`src/design/b64d_pkg.sv`:
```
// Shared types and constants for the base64 stream decoder.
// Holds the character map, the flush builder and the command word.
// No dependencies.
package b64d_pkg;

    localparam logic [6:0] CODE_SKIP = 7'd64;
    localparam logic [6:0] CODE_PAD  = 7'd65;
    localparam logic [6:0] CODE_BAD  = 7'd66;

    // One command word: up to three results that one character causes.
    typedef struct packed {
        logic [23:0] data;   // first byte in the top bits
        logic [1:0]  cnt;    // number of results, 1..3
        logic        valid;  // results carry bytes
        logic        err;    // single error result
        logic        last;   // final result closes the message
    } t_cmd;

    function automatic logic [6:0] map_char(input logic [7:0] ch);
        logic [6:0] code;
        case (ch) inside
            [8'h41:8'h5A]: code = 7'(ch - 8'h41);
            [8'h61:8'h7A]: code = 7'(ch - 8'h61 + 8'd26);
            [8'h30:8'h39]: code = 7'(ch - 8'h30 + 8'd52);
            8'h2B:         code = 7'd62;
            8'h2F:         code = 7'd63;
            8'h09:         code = CODE_SKIP;
            8'h3D:         code = CODE_PAD;
            default:       code = CODE_BAD;
        endcase
        return code;
    endfunction

    // Closing results for the pending sextets.
    function automatic t_cmd flush_cmd(input logic [17:0] acc, input logic [1:0] cnt);
        t_cmd c;
        c.err  = 1'b0;
        c.last = 1'b1;
        case (cnt)
            2'd3: begin
                c.data  = {acc[17:10], acc[9:2], 8'h00};
                c.cnt   = 2'd2;
                c.valid = 1'b1;
            end
            2'd2: begin
                c.data  = {acc[11:4], 16'h0000};
                c.cnt   = 2'd1;
                c.valid = 1'b1;
            end
            default: begin
                c.data  = 24'h000000;
                c.cnt   = 2'd1;
                c.valid = 1'b0;
            end
        endcase
        return c;
    endfunction

endpackage

```
`src/design/b64d_front.sv`:
```
// Front end: accepts characters, decodes them and tracks the sextet group.
// Emits one command word per character that yields results. Uses b64d_pkg.
module b64d_front (
    input  logic             i_clk,
    input  logic             i_rst_n,
    input  logic             i_accept,
    input  logic [7:0]       i_char_code,
    input  logic             i_end_of_text,
    output logic             o_cmd_push,
    output b64d_pkg::t_cmd   o_cmd
);

    logic [17:0] r_acc, n_acc;
    logic [1:0]  r_cnt, n_cnt;
    logic        r_pad, n_pad;
    logic        r_err, n_err;

    logic [6:0]     w_code;
    logic [17:0]    w_acc;
    logic [1:0]     w_cnt;
    logic           w_has;
    b64d_pkg::t_cmd w_cmd;

    assign w_code = b64d_pkg::map_char(i_char_code);

    always_comb begin
        n_acc = r_acc;
        n_cnt = r_cnt;
        n_pad = r_pad;
        n_err = r_err;
        w_acc = r_acc;
        w_cnt = r_cnt;
        w_has = 1'b0;
        w_cmd = '0;
        if (r_err) begin
            // drop the rest of the message
            if (i_end_of_text) begin
                n_err = 1'b0;
            end
        end else if (r_pad) begin
            if (i_end_of_text) begin
                w_cmd = b64d_pkg::flush_cmd(r_acc, r_cnt);
                w_has = 1'b1;
                n_acc = '0;
                n_cnt = '0;
                n_pad = 1'b0;
            end
        end else if (w_code == b64d_pkg::CODE_BAD) begin
            w_cmd.cnt  = 2'd1;
            w_cmd.err  = 1'b1;
            w_cmd.last = 1'b1;
            w_has      = 1'b1;
            n_acc      = '0;
            n_cnt      = '0;
            n_err      = !i_end_of_text;
        end else if (w_code != b64d_pkg::CODE_PAD && w_code != b64d_pkg::CODE_SKIP
                     && r_cnt == 2'd3) begin
            // fourth sextet releases a full group
            w_cmd.data  = {r_acc, w_code[5:0]};
            w_cmd.cnt   = 2'd3;
            w_cmd.valid = 1'b1;
            w_cmd.last  = i_end_of_text;
            w_has       = 1'b1;
            n_acc       = '0;
            n_cnt       = '0;
        end else begin
            if (w_code != b64d_pkg::CODE_PAD && w_code != b64d_pkg::CODE_SKIP) begin
                w_acc = {r_acc[11:0], w_code[5:0]};
                w_cnt = r_cnt + 2'd1;
            end
            if (i_end_of_text) begin
                w_cmd = b64d_pkg::flush_cmd(w_acc, w_cnt);
                w_has = 1'b1;
                n_acc = '0;
                n_cnt = '0;
                n_pad = 1'b0;
            end else begin
                n_acc = w_acc;
                n_cnt = w_cnt;
                n_pad = (w_code == b64d_pkg::CODE_PAD);
            end
        end
    end

    always_ff @(posedge i_clk) begin
        if (!i_rst_n) begin
            r_acc <= '0;
            r_cnt <= '0;
            r_pad <= 1'b0;
            r_err <= 1'b0;
        end else if (i_accept) begin
            r_acc <= n_acc;
            r_cnt <= n_cnt;
            r_pad <= n_pad;
            r_err <= n_err;
        end
    end

    assign o_cmd_push = i_accept && w_has;
    assign o_cmd      = w_cmd;

endmodule

```
`src/design/b64d_queue.sv`:
```
// Command queue between the front and back ends.
// Small register file with read and write pointers. Uses b64d_pkg.
module b64d_queue #(
    parameter int DEPTH = 4
) (
    input  logic           i_clk,
    input  logic           i_rst_n,
    input  logic           i_push,
    input  b64d_pkg::t_cmd i_cmd,
    input  logic           i_pop,
    output logic           o_full,
    output logic           o_valid,
    output b64d_pkg::t_cmd o_cmd
);

    localparam int AW = (DEPTH > 1) ? $clog2(DEPTH) : 1;
    localparam int CW = $clog2(DEPTH + 1);
    localparam logic [AW-1:0] LAST_PTR = AW'(DEPTH - 1);
    localparam logic [CW-1:0] FULL_CNT = CW'(DEPTH);

    b64d_pkg::t_cmd r_mem [DEPTH];
    logic [AW-1:0]  r_wptr, r_rptr;
    logic [CW-1:0]  r_count;
    logic           w_push, w_pop;

    assign o_full  = (r_count == FULL_CNT);
    assign o_valid = (r_count != '0);
    assign o_cmd   = r_mem[r_rptr];
    assign w_push  = i_push && !o_full;
    assign w_pop   = i_pop && o_valid;

    always_ff @(posedge i_clk) begin
        if (w_push) begin
            r_mem[r_wptr] <= i_cmd;
        end
    end

    always_ff @(posedge i_clk) begin
        if (!i_rst_n) begin
            r_wptr  <= '0;
            r_rptr  <= '0;
            r_count <= '0;
        end else begin
            if (w_push) begin
                r_wptr <= (r_wptr == LAST_PTR) ? '0 : r_wptr + AW'(1);
            end
            if (w_pop) begin
                r_rptr <= (r_rptr == LAST_PTR) ? '0 : r_rptr + AW'(1);
            end
            if (w_push && !w_pop) begin
                r_count <= r_count + CW'(1);
            end else if (w_pop && !w_push) begin
                r_count <= r_count - CW'(1);
            end
        end
    end

endmodule

```
`src/design/b64d_back.sv`:
```
// Back end: expands each command word into its result words in an output
// register, one per cycle while it is empty or popped. Uses b64d_pkg.
module b64d_back (
    input  logic           i_clk,
    input  logic           i_rst_n,
    input  logic           i_cmd_valid,
    input  b64d_pkg::t_cmd i_cmd,
    output logic           o_cmd_pop,
    input  logic           i_pop,
    output logic           o_empty,
    output logic [7:0]     o_data_byte,
    output logic           o_byte_valid,
    output logic           o_decode_error,
    output logic           o_last
);

    logic [1:0] r_idx;
    logic       r_out_valid;
    logic [7:0] r_data;
    logic       r_bval, r_derr, r_last;

    logic       w_take, w_done;
    logic [7:0] w_byte;

    assign w_take = i_cmd_valid && (!r_out_valid || i_pop);
    assign w_done = (r_idx == i_cmd.cnt - 2'd1);

    always_comb begin
        case (r_idx)
            2'd0:    w_byte = i_cmd.data[23:16];
            2'd1:    w_byte = i_cmd.data[15:8];
            default: w_byte = i_cmd.data[7:0];
        endcase
    end

    always_ff @(posedge i_clk) begin
        if (!i_rst_n) begin
            r_idx       <= '0;
            r_out_valid <= 1'b0;
        end else begin
            if (w_take) begin
                r_out_valid <= 1'b1;
                // advance through the command, release it on its final word
                r_idx       <= w_done ? 2'd0 : r_idx + 2'd1;
            end else if (i_pop) begin
                r_out_valid <= 1'b0;
            end
        end
    end

    always_ff @(posedge i_clk) begin
        if (w_take) begin
            r_data <= w_byte;
            r_bval <= i_cmd.valid;
            r_derr <= i_cmd.err;
            r_last <= i_cmd.last && w_done;
        end
    end

    assign o_cmd_pop      = w_take && w_done;
    assign o_empty        = !r_out_valid;
    assign o_data_byte    = r_data;
    assign o_byte_valid   = r_bval;
    assign o_decode_error = r_derr;
    assign o_last         = r_last;

endmodule

```
`src/design/base64_stream_decoder.sv`:
```
// Top level of the base64 stream decoder: front end, command queue, back end.
// Uses b64d_pkg, b64d_front, b64d_queue and b64d_back.
//
// Takes one character per cycle while full is low and the command queue has
// room; each character that yields results becomes one queued command, which
// the back end drains at one result word per cycle while its output is free
// or popped (up to three per character, so a full group of four characters
// gives three words). The back end's single output register sets the output
// rate; QUEUE_DEPTH commands of slack let the input side keep running while
// results wait to be popped. A character's command is written into the queue,
// and its first result word then passes the back end's output register.
module base64_stream_decoder #(
    parameter int QUEUE_DEPTH = 4
) (
    input  logic       i_clk,
    input  logic       i_rst_n,
    input  logic       push,
    output logic       full,
    input  logic [7:0] i_char_code,
    input  logic       i_end_of_text,
    output logic       empty,
    input  logic       pop,
    output logic [7:0] o_data_byte,
    output logic       o_byte_valid,
    output logic       o_decode_error,
    output logic       o_last
);

    b64d_pkg::t_cmd w_front_cmd, w_head_cmd;
    logic           w_cmd_push, w_q_full, w_q_valid, w_cmd_pop, w_accept;

    assign full     = w_q_full;
    assign w_accept = push && !w_q_full;

    b64d_front u_front (
        .i_clk         (i_clk),
        .i_rst_n       (i_rst_n),
        .i_accept      (w_accept),
        .i_char_code   (i_char_code),
        .i_end_of_text (i_end_of_text),
        .o_cmd_push    (w_cmd_push),
        .o_cmd         (w_front_cmd)
    );

    b64d_queue #(
        .DEPTH (QUEUE_DEPTH)
    ) u_queue (
        .i_clk   (i_clk),
        .i_rst_n (i_rst_n),
        .i_push  (w_cmd_push),
        .i_cmd   (w_front_cmd),
        .i_pop   (w_cmd_pop),
        .o_full  (w_q_full),
        .o_valid (w_q_valid),
        .o_cmd   (w_head_cmd)
    );

    b64d_back u_back (
        .i_clk          (i_clk),
        .i_rst_n        (i_rst_n),
        .i_cmd_valid    (w_q_valid),
        .i_cmd          (w_head_cmd),
        .o_cmd_pop      (w_cmd_pop),
        .i_pop          (pop),
        .o_empty        (empty),
        .o_data_byte    (o_data_byte),
        .o_byte_valid   (o_byte_valid),
        .o_decode_error (o_decode_error),
        .o_last         (o_last)
    );

endmodule
```
`config.mk`:
```
export PLATFORM = sky130hd
export DESIGN_NAME = base64_stream_decoder
export DESIGN_NICKNAME = d
export VERILOG_FILES = /design/src/design/b64d_pkg.sv /design/src/design/b64d_front.sv /design/src/design/b64d_queue.sv /design/src/design/b64d_back.sv /design/src/design/base64_stream_decoder.sv
export SDC_FILE = /design/constraint.sdc
export NUM_CORES = 1
export LEC_CHECK = 0
export BUFFER_PORTS_ARGS = -buffer_cell sky130_fd_sc_hd__buf_2
export CAP_MARGIN = 20
export CELL_PAD_IN_SITES_DETAIL_PLACEMENT = 1
export CELL_PAD_IN_SITES_GLOBAL_PLACEMENT = 1
export CORE_MARGIN = 8
export CORE_UTILIZATION = 58
export CTS_BUF_LIST = sky130_fd_sc_hd__clkbuf_4
export DETAILED_ROUTE_END_ITERATION = 12
export GPL_TIMING_DRIVEN = 0
export PLACE_DENSITY = 0.95
export SYNTH_ARGS = -nofsm -noshare
export SYNTH_HDL_FRONTEND = slang
export SYNTH_SLANG_ARGS = --single-unit
```
`constraint.sdc`:
```
create_clock -name i_clk -period 8.3 [get_ports i_clk]
set_input_delay 0.83 -clock i_clk [delete_from_list [all_inputs] [get_ports i_clk]]
set_output_delay 0.83 -clock i_clk [all_outputs]
set_load 0.01 [all_outputs]
```
[Word-level counts from Yosys, hierarchy flattened]
Memories as Yosys holds them, arrays and structs flattened. A register that Yosys moved wholly into a read port is not among the register bits.
Index checks and enable logic that the tools add are counted.
W data, S select, Z words.
Word-level totals
  bits in registers: 43
  bits in writable memories: 116
  input port bits: 13
  output and inout port bits: 13
  memories kept: 1
Cells by class
  add/sub/neg operators: 12
  magnitude comparators: 6
  equal/unequal tests: 18
  muxes and demuxes: 61
  bitwise operators: 1
  reductions and logical operators: 28
Memories
  u_queue.r_mem: depth 4, bits a word 29, read ports 1, clocked after Yosys merged registers in 1, write ports 1, RTL line b64d_queue.sv:21  | b64d_pkg::t_cmd r_mem [DEPTH];
Operator list (number)
  $mux W29: 4
  $mux W18: 6
  $pmux W27 S2: 2
  $mux W7: 6
  $mux W2: 18
  $mux W27: 1
  $eq A8 B6 Y1 const B: 3
  $mux W24: 1
  $mux W1: 20
  $ge A8 B7 Y1 const B: 2
  $le A8 B7 Y1 const B: 2
  $pmux W8 S2: 1
  $eq A7 B7 Y1 const B: 2
  $logic_and A1 B1 Y1: 14
  $ne A7 B7 Y1 const B: 2
  $sub A7 B7 Y7 const B: 2
  $eq A2 B2 Y1 const B: 6
  $add A2 B1 Y2 const B: 4
  $eq A8 B4 Y1 const B: 1
  $ge A8 B6 Y1 const B: 1
  $le A8 B6 Y1 const B: 1
  $add A7 B5 Y7 const B: 1
  $add A7 B6 Y7 const B: 1
  $sub A7 B6 Y7 const B: 1
  other kinds (18): 24

[Depth between registers and ports, before layout]
Gate-level depths: netlist of the first run.
  depth after elaboration: 22
  depth in mapped cells: 15
  mapped depth without buffers: 14

[Modules after synthesis]
From an unflattened synthesis of the first run, not the netlist that was laid out.
Unflattened totals
  cells, all modules: 579
  area total of the unflattened synthesis: 7828.8 µm²
By module, submodules not included
  b64d_queue: times used 1, cells each 202, area each 4669.5 µm², seq. area each 3663.5 µm²
  b64d_front: times used 1, cells each 314, area each 2477.4 µm², seq. area each 440.4 µm²
  b64d_back: times used 1, cells each 62, area each 668.1 µm², seq. area each 390.4 µm²
  base64_stream_decoder: times used 1, cells each 1, area each 13.8 µm², seq. area each 0.0 µm²

[Least setup slack after synthesis of the first run]
No wires, ideal clock.
  path type: input to register
  start: in i_char_code[1]
  end: reg u_queue.r_count[2]
  setup time: 0.070 ns
  data arrival time: 3.788 ns
  data required time: 8.230 ns
  slack: 4.442 ns
  cell stages on the path: 15
  buffers on the path: 1
  path through: inv_1 > ha_1 > and2b_1 > o21ai_2 > a211o_1 > and4_1 > buf_2 > a311oi_2 > nor2_1 > ha_1 > inv_1 > fa_1 > xor2_1 > or3_1 > a21oi_1
On the way
  word-level cells in the longest chain between the ends: 20
  elaborated cells between the ends (all ways): 41
  classes of those cells: 5 x add/sub; 6 x order compare; 7 x eq/ne; 12 x mux; 11 x reduce/logical
RTL lines
  start, declared: RTL line base64_stream_decoder.sv:19  | input logic [7:0] i_char_code,
  parallel branches: the longest is 7 deep, another holds $sub A7 B6 Y7
  $mux W7 *: RTL line b64d_pkg.sv:21  | case (ch) inside
  $ne A7 B7 Y1: RTL line b64d_front.sv:56  | end else if (w_code != b64d_pkg::CODE_PAD && w_code != b64d_pkg::CODE_SKIP
  $logic_and A1 B1 Y1: RTL line b64d_front.sv:56
  $logic_and A1 B1 Y1: RTL line b64d_front.sv:57  | && r_cnt == 2'd3) begin
  $mux W1: RTL line b64d_front.sv:56
  $mux W1 *: RTL line b64d_front.sv:48  | end else if (w_code == b64d_pkg::CODE_BAD) begin
  $mux W1 *: RTL line b64d_front.sv:40  | end else if (r_pad) begin
  $mux W1 *: RTL line b64d_front.sv:35  | if (r_err) begin
  $logic_and A1 B1 Y1 *: RTL line b64d_front.sv:99  | assign o_cmd_push = i_accept && w_has;
  $logic_and A1 B1 Y1 *: RTL line b64d_queue.sv:29  | assign w_push = i_push && !o_full;
  via u_queue.w_push: RTL line b64d_queue.sv:24  | logic w_push, w_pop;
  $logic_not A1 Y1: RTL line b64d_queue.sv:52  | end else if (w_pop && !w_push) begin
  $logic_and A1 B1 Y1: RTL line b64d_queue.sv:52
  $reduce_bool A2 Y1 (no line)
  end signal, assigned: RTL line b64d_queue.sv:51  | r_count <= r_count + CW'(1);
  end signal, assigned: RTL line b64d_queue.sv:53  | r_count <= r_count - CW'(1);
  end, declared: RTL line b64d_queue.sv:23  | logic [CW-1:0] r_count;
Mark *: on every way through the listed nets, which the timed path passes.
A chain may end at the register's enable or synchronous reset.

[Worst setup path in the final report of the first run]
Ends and elaborated chain as after synthesis.

==> impl_metrics.tcl, run 1 <==
set metrics [dict create \
    crit_type "input port to register" \
    cts_tree "yes" \
    final_nets 693 \
    status "complete, no violations" \
    synth.most_common_cell "edfxtp_1" \
    avgSynthCellArea_um2 12.9 \
    wl_mm 22.3 \
    synth_common_cells "127 x edfxtp_1, 38 x a21oi_1, 37 x o21ai_0" \
    grt_overflow 0 \
    arrival_ps 4900 \
    layout_min_cycle_time_ps 4410 \
    die_w_um 133 \
    yosysWarnings 0 \
    use_met2_pct 42.6 \
    postCtsResizedCells 0 \
    synthArstFlopShare_pct 0 \
    path_clk_slew_ps 130 \
    core_area_um2 13300 \
    max-cap-violations 0 \
    cp.required_ps 8790 \
    grt.busiest_layer "met2" \
    antennaDiodeCount 0 \
    synth_nets 650 \
    dp.cells 817 \
    setup_viol 0 \
    clkSinkCount 161 \
    vias_per_cell 6.83 \
    postSynthCellCount 617 \
    vias 5802 \
    slew_headroom_pct 23.6 \
    critical_path.slowest_cell "o22ai_1" \
    crit_chain "buf_2 -> inv_1 -> ha_1 -> and2b_1 -> o21ai_2 -> a211oi_2 -> o22ai_1 -> a311oi_2 -> nor2_1 -> ha_1 -> inv_1 -> fa_1 -> xor2_1 -> or3_1 -> a21oi_1" \
    crit_family "compound AO/OA/AOI/OAI gates" \
    ys_types 80 \
    fmax_mhz 227 \
    grt_antenna_before_repair 0 \
    finalPower_w 0.00197 \
    ys.flop_type "edfxtp_1" \
    initial_core_util_pct 59.7 \
    end_kind "register" \
    clock_skew_ps 24.3 \
    wl_per_cell_um 26.3 \
    cts_setup_buffers 0 \
    h-tree-depth 4 \
    clock_insertion_delay_worst_skew_ps 550 \
    finalNonFillerCells 849 \
    io_buffers 24 \
    critPathBufInv 3 \
    critPathMaxFanout 8 \
    yosysSeqAreaShare_pct 56.6 \
    p_per_area_nw_per_um2 231 \
    grt_pass1_wl_mm 35.3 \
    layout-area-overhead-vs-synth_pct 7.35 \
    dpl_cell_area_um2 8280 \
    die_area_um2 17700 \
    tns_ps 0 \
    use_met3_pct 5.15 \
    worst_setup_path_start_kind "input port" \
    dr.first_iter.drc_count 659 \
    netlist.top_cell.by_area "edfxtp_1" \
    synthTopCellsByArea "edfxtp_1 48%, dfxtp_1 8.6%, mux4_2 8.2%" \
    rsz0062_at_grt "no" \
    clock_path_buffers 2 \
    cts_root_buf "clkbuf_4" \
    hold_viol 0 \
    use_met1_pct 33.6 \
    ys_ff_latch 161 \
    worstMarginPinSlew_ps 1140 \
    period_share_pct 53.2 \
    design_area_um2 8520 \
    synth_edf_count 127 \
    grt.total_usage_pct 26.0 \
    cpPeakStageDelay_ps 610 \
    holdBufCountCts 0 \
    yosysTopAreaCellShare_pct 48.1 \
    ir_drop_uv 109 \
    hpwl_mm 16.0 \
    drive_gt1_share_pct 18.7 \
    grt_pass1_vias 6038 \
    grt_max_degree 30 \
    drt-pass1-iter-count 5 \
    slew_violations 0 \
    synthesis.area_um2 7940 \
    n_fill_cell 1346 \
    drc 0 \
    rows 42 \
    hp-class "register to register" \
    place.gp.congestion 0.947 \
    ios 26 \
    die_h_um 133 \
    power_leakage_nw 2.83 \
    route.antenna.remaining_nets 0 \
    numCtsBuffers 17 \
]
path summary, 6_finish.rpt:
| path | from | cells past startpoint | end | slack, ps |
|---|---|---|---|---|
| worst max-delay path | i_char_code[1] | 15 | u_queue.r_count[2]$_SDFFE_PN0P_ | 3890 |
| worst min-delay path | u_back.r_out_valid$_SDFFE_PN0P_ | 2 | u_back.r_out_valid$_SDFFE_PN0P_ | 490 |
| worst max register to register | u_front.r_cnt[1]$_SDFFE_PN0P_ | 11 | u_queue.r_count[2]$_SDFFE_PN0P_ | 4360 |
| worst min register to register | u_back.r_out_valid$_SDFFE_PN0P_ | 2 | u_back.r_out_valid$_SDFFE_PN0P_ | 490 |
final cells by class:
class                   instances  area, um^2  share of cell area [%]
flip-flops and latches        161        4490                    52.8
multi-input cells             401        3220                    37.8
well taps                     176         220                    2.58
clock buffers                  19         143                    1.67
repair buffers                 24         120                    1.41
plain buffers                  26         120                    1.41
inverters                      29         109                    1.28
clock inverters                13        95.1                    1.12
per-layer routing:
metal	vias to the layer above	wire length (um)
met5	-	0
met4	0	527
met3	43	1770
met2	311	10900
met1	2925	9170
li1	2523	-
registers in the layout, summed over array words and instances, names as in the netlist, named ones only:
name	count
u_back.o_byte_valid	1
u_back.o_data_byte	8
u_back.o_decode_error	1
u_back.o_last	1
u_back.r_idx	2
u_back.r_out_valid	1
u_front.r_acc	18
u_front.r_cnt	2
u_front.r_err	1
u_front.r_pad	1
u_queue.r_count	3
u_queue.r_mem	116
u_queue.r_rptr	2
u_queue.r_wptr	2
placed cells by master, fill, tap and decap left out, drive strengths merged, types with 11 or more instances in the layout:
cell type	synthesis	final
a21oi	43	43
a221oi	11	11
buf	13	37
clkbuf	13	32
clkinv	3	13
dfxtp	34	34
edfxtp	127	127
ha	19	19
inv	26	27
mux4	29	29
nand2	31	31
nand3	29	29
nor2	38	38
nor2b	14	14
o21ai	40	40
cell families (layout without fill, tap and decap cells):
logic type	Yosys count	after routing	share of synthesized area [%]
adders and majority gates	20	20	3.25
muxes	38	38	9.44
xor gates and xnor gates	4	4	0.442
AOI/OAI and AO/OA	172	172	16.0
DFF	161	161	56.6
and+or+nand+nor	167	167	11.3
buffers and inverters	55	111	2.89
metrics by stage:
stage,util [%],hold slack [ps],setup slack (ps)
after floorplan,-,446,4440
after global placement,62.3,456,3290
after detailed placement,62.3,477,3450
after CTS,64.1,495,4010
after global routing,64.1,506,3660
final,64.1,495,3890
worst min-delay path, stage by stage, from the launching register on:
cell and delay, ps:
dfxtp_1 350, nand2_1 60, a21oi_1 50
where the power goes:
group / internal, W / switching, W / total [W] / leakage, nW
Sequential: 0.000977 / 0.0000391 / 0.00102 / 1.50
Clock: 0.000150 / 0.000267 / 0.000417 / 0.134
Combinational: 0.000218 / 0.000316 / 0.000534 / 1.20
Power figures use the tool's default switching activity.
==> run 2, diff against run 1 <==
--- a/config.mk
+++ b/config.mk
@@ -10,11 +10,11 @@
 export CELL_PAD_IN_SITES_DETAIL_PLACEMENT = 1
 export CELL_PAD_IN_SITES_GLOBAL_PLACEMENT = 1
 export CORE_MARGIN = 8
-export CORE_UTILIZATION = 58
+export CORE_UTILIZATION = 54
 export CTS_BUF_LIST = sky130_fd_sc_hd__clkbuf_4
 export DETAILED_ROUTE_END_ITERATION = 12
 export GPL_TIMING_DRIVEN = 0
-export PLACE_DENSITY = 0.95
+export PLACE_DENSITY = 0.9
 export SYNTH_ARGS = -nofsm -noshare
 export SYNTH_HDL_FRONTEND = slang
 export SYNTH_SLANG_ARGS = --single-unit
==> constraint.sdc (replaced) <==
create_clock -name i_clk -period 4.59 [get_ports i_clk]
set_input_delay 0.459 -clock i_clk [delete_from_list [all_inputs] [get_ports i_clk]]
set_output_delay 0.459 -clock i_clk [all_outputs]
set_load 0.01 [all_outputs]
==> run 2 against run 1 <==
Via count shrank 1.3%. Flip-flop and latch count is the same. Clock power grew 100%. Setup slack lost 3400 ps. Sequential power grew 80%. Wire length grew 3.2%. Combinational power grew 83%. Global-route usage shrank 0.75 points. Register-to-register slack lost 3900 ps. Critical path depth is the same. First-iteration DRC count shrank 14%.
==> impl_metrics.tcl, run 2 (synthesized netlist as in run 1, its figures left out) <==
set metrics [dict create \
    status "complete, no violations" \
    rsz0062_at_grt "no" \
    setup_viol 0 \
    grt_antenna_before_repair 0 \
    end_kind "register" \
    hpwl_mm 16.5 \
    wl_mm 23.0 \
    antennaDiodeCount 0 \
    regMostFlops "u_queue.r_mem" \
    layout_commonest_cell "edfxtp_1" \
    period_share_pct 89.7 \
    io_buffers 24 \
    grt_overflow 0 \
    ios 26 \
    grt_pass1_wl_mm 35.2 \
    power_leakage_nw 2.84 \
    rrSetupSlack_ps 480 \
    r2r.worst_path.cells 11 \
    layout-area-overhead-vs-synth_pct 7.96 \
    worstSetupStartpoint "i_char_code[1]" \
    max-cap-violations 0 \
    slew_violations 0 \
    initial_core_util_pct 55.0 \
    route.antenna.remaining_nets 0 \
    slew_headroom_pct 26.1 \
    die_area_um2 18800 \
    worstHoldStart "pop" \
    grt.total_usage_pct 25.2 \
    cts_root_buf "clkbuf_4" \
    fmax_mhz 243 \
    worstMarginPinSlew_ps 1100 \
    clock_insertion_delay_worst_skew_ps 570 \
    drc 0 \
    cts_tree "yes" \
    post-place-ws_ps -79.3 \
    hold_viol 0 \
    drt-pass1-iter-count 5 \
    path_clk_slew_ps 130 \
    tns_ps 0 \
    dr.first_iter.drc_count 569 \
    vias_per_cell 6.68 \
    h-tree-depth 4 \
    worst_setup_path_start_kind "input port" \
    hp-class "input port to register" \
    largest_reg_flops 116 \
    wl_per_cell_um 26.9 \
    ir_drop_uv 152 \
    numCtsBuffers 17 \
    place.gp.congestion 0.918 \
    postCtsResizedCells 0 \
    layout_min_cycle_time_ps 4120 \
    layout_setup_ws_ps 473 \
    clock_path_buffers 2 \
    hold_end "u_back.r_out_valid$_SDFFE_PN0P_" \
    die_w_um 137 \
    crit_type "input port to register" \
    clkSinkCount 161 \
    core_area_um2 14400 \
    vias 5726 \
    grt_pass1_vias 6091 \
    p_per_area_nw_per_um2 426 \
    cp.required_ps 5070 \
    final_nets 693 \
    rows 44 \
    post-route-util_pct 59.4 \
    grt_max_degree 30 \
    r2r-start "u_front.r_cnt[1]$_SDFFE_PN0P_" \
    clock_skew_ps 17.2 \
    r2r-end "u_queue.r_count[2]$_SDFFE_PN0P_" \
    mostFrequentLayoutCells "127 x edfxtp_1, 38 x a21oi_1, 37 x o21ai_0" \
    min_path_cells 4 \
    finalPower_w 0.00365 \
    arrival_ps 4600 \
    drive_gt1_share_pct 19.3 \
    critPathMaxFanout 8 \
    cts_setup_buffers 0 \
    die_h_um 137 \
    holdBufCountCts 0 \
]
## run 2: cell count changes in the layout (fill, tap and decap cells not counted), sizes merged
cell / previous run / this run
inv: 27 / 33
clkinv: 13 / 8
clkbuf: 32 / 30
clkinvlp: 1 / 2
## run 2: metal layers
metal	GRT usage (%)	wire length, um	up-vias
met5	0	0	-
met4	9.78	685	0
met3	5.43	1420	49
met2	42.9	11600	265
met1	30.7	9330	2898
li1	-	-	2514
## run 2: area by class of cell
type / count / area, um^2
buffer: 26 / 120
clock buffer: 17 / 128
clock inverter: 15 / 149
fill: 1447 / 5860
inverter: 29 / 109
multi-input combinational: 401 / 3220
sequential: 161 / 4490
tap: 184 / 230
timing repair buffer: 24 / 120
## run 2: how the worst max path moves through the flow
stage,to,slack (ps),cells past startpoint
4_1_cts,u_queue.r_count[2]$_SDFFE_PN0P_,510,15
2_1_floorplan,u_queue.r_count[2]$_SDFFE_PN0P_,1100,15
3_5_place_dp,u_queue.r_count[2]$_SDFFE_PN0P_,-80,15
6_report,u_queue.r_count[2]$_SDFFE_PN0P_,470,15
3_3_place_gp,u_queue.r_mem[0][25]$_DFFE_PP_,-130,10
5_1_grt,u_queue.r_count[2]$_SDFFE_PN0P_,250,15
## run 2: power breakdown
| group | leakage, nW | internal [W] | switching (W) |
|---|---|---|---|
| sequential | 1.50 | 0.00177 | 0.0000759 |
| clock | 0.147 | 0.000286 | 0.000548 |
| combinational | 1.20 | 0.000398 | 0.000578 |
## run 2: worst max-delay path, cell delays in order
cell	delay, ps
buf_2	160
inv_1	250
ha_1	320
and2b_1	240
o21ai_2	380
a211oi_2	220
o22ai_1	660
a311oi_2	170
nor2_1	310
ha_1	260
inv_1	80
fa_1	410
xor2_1	190
or3_1	320
a21oi_1	180
## run 2: metrics by stage
| step | cells | hold WS [ps] | cell area [um^2] |
|---|---|---|---|
| after floorplan | 617 | 446 | 7940 |
| after global placement | 825 | 456 | 8290 |
| after detailed placement | 825 | 473 | 8290 |
| after CTS | 857 | 122 | 8570 |
| after global routing | 857 | 118 | 8570 |
| final | 857 | 149 | 8570 |
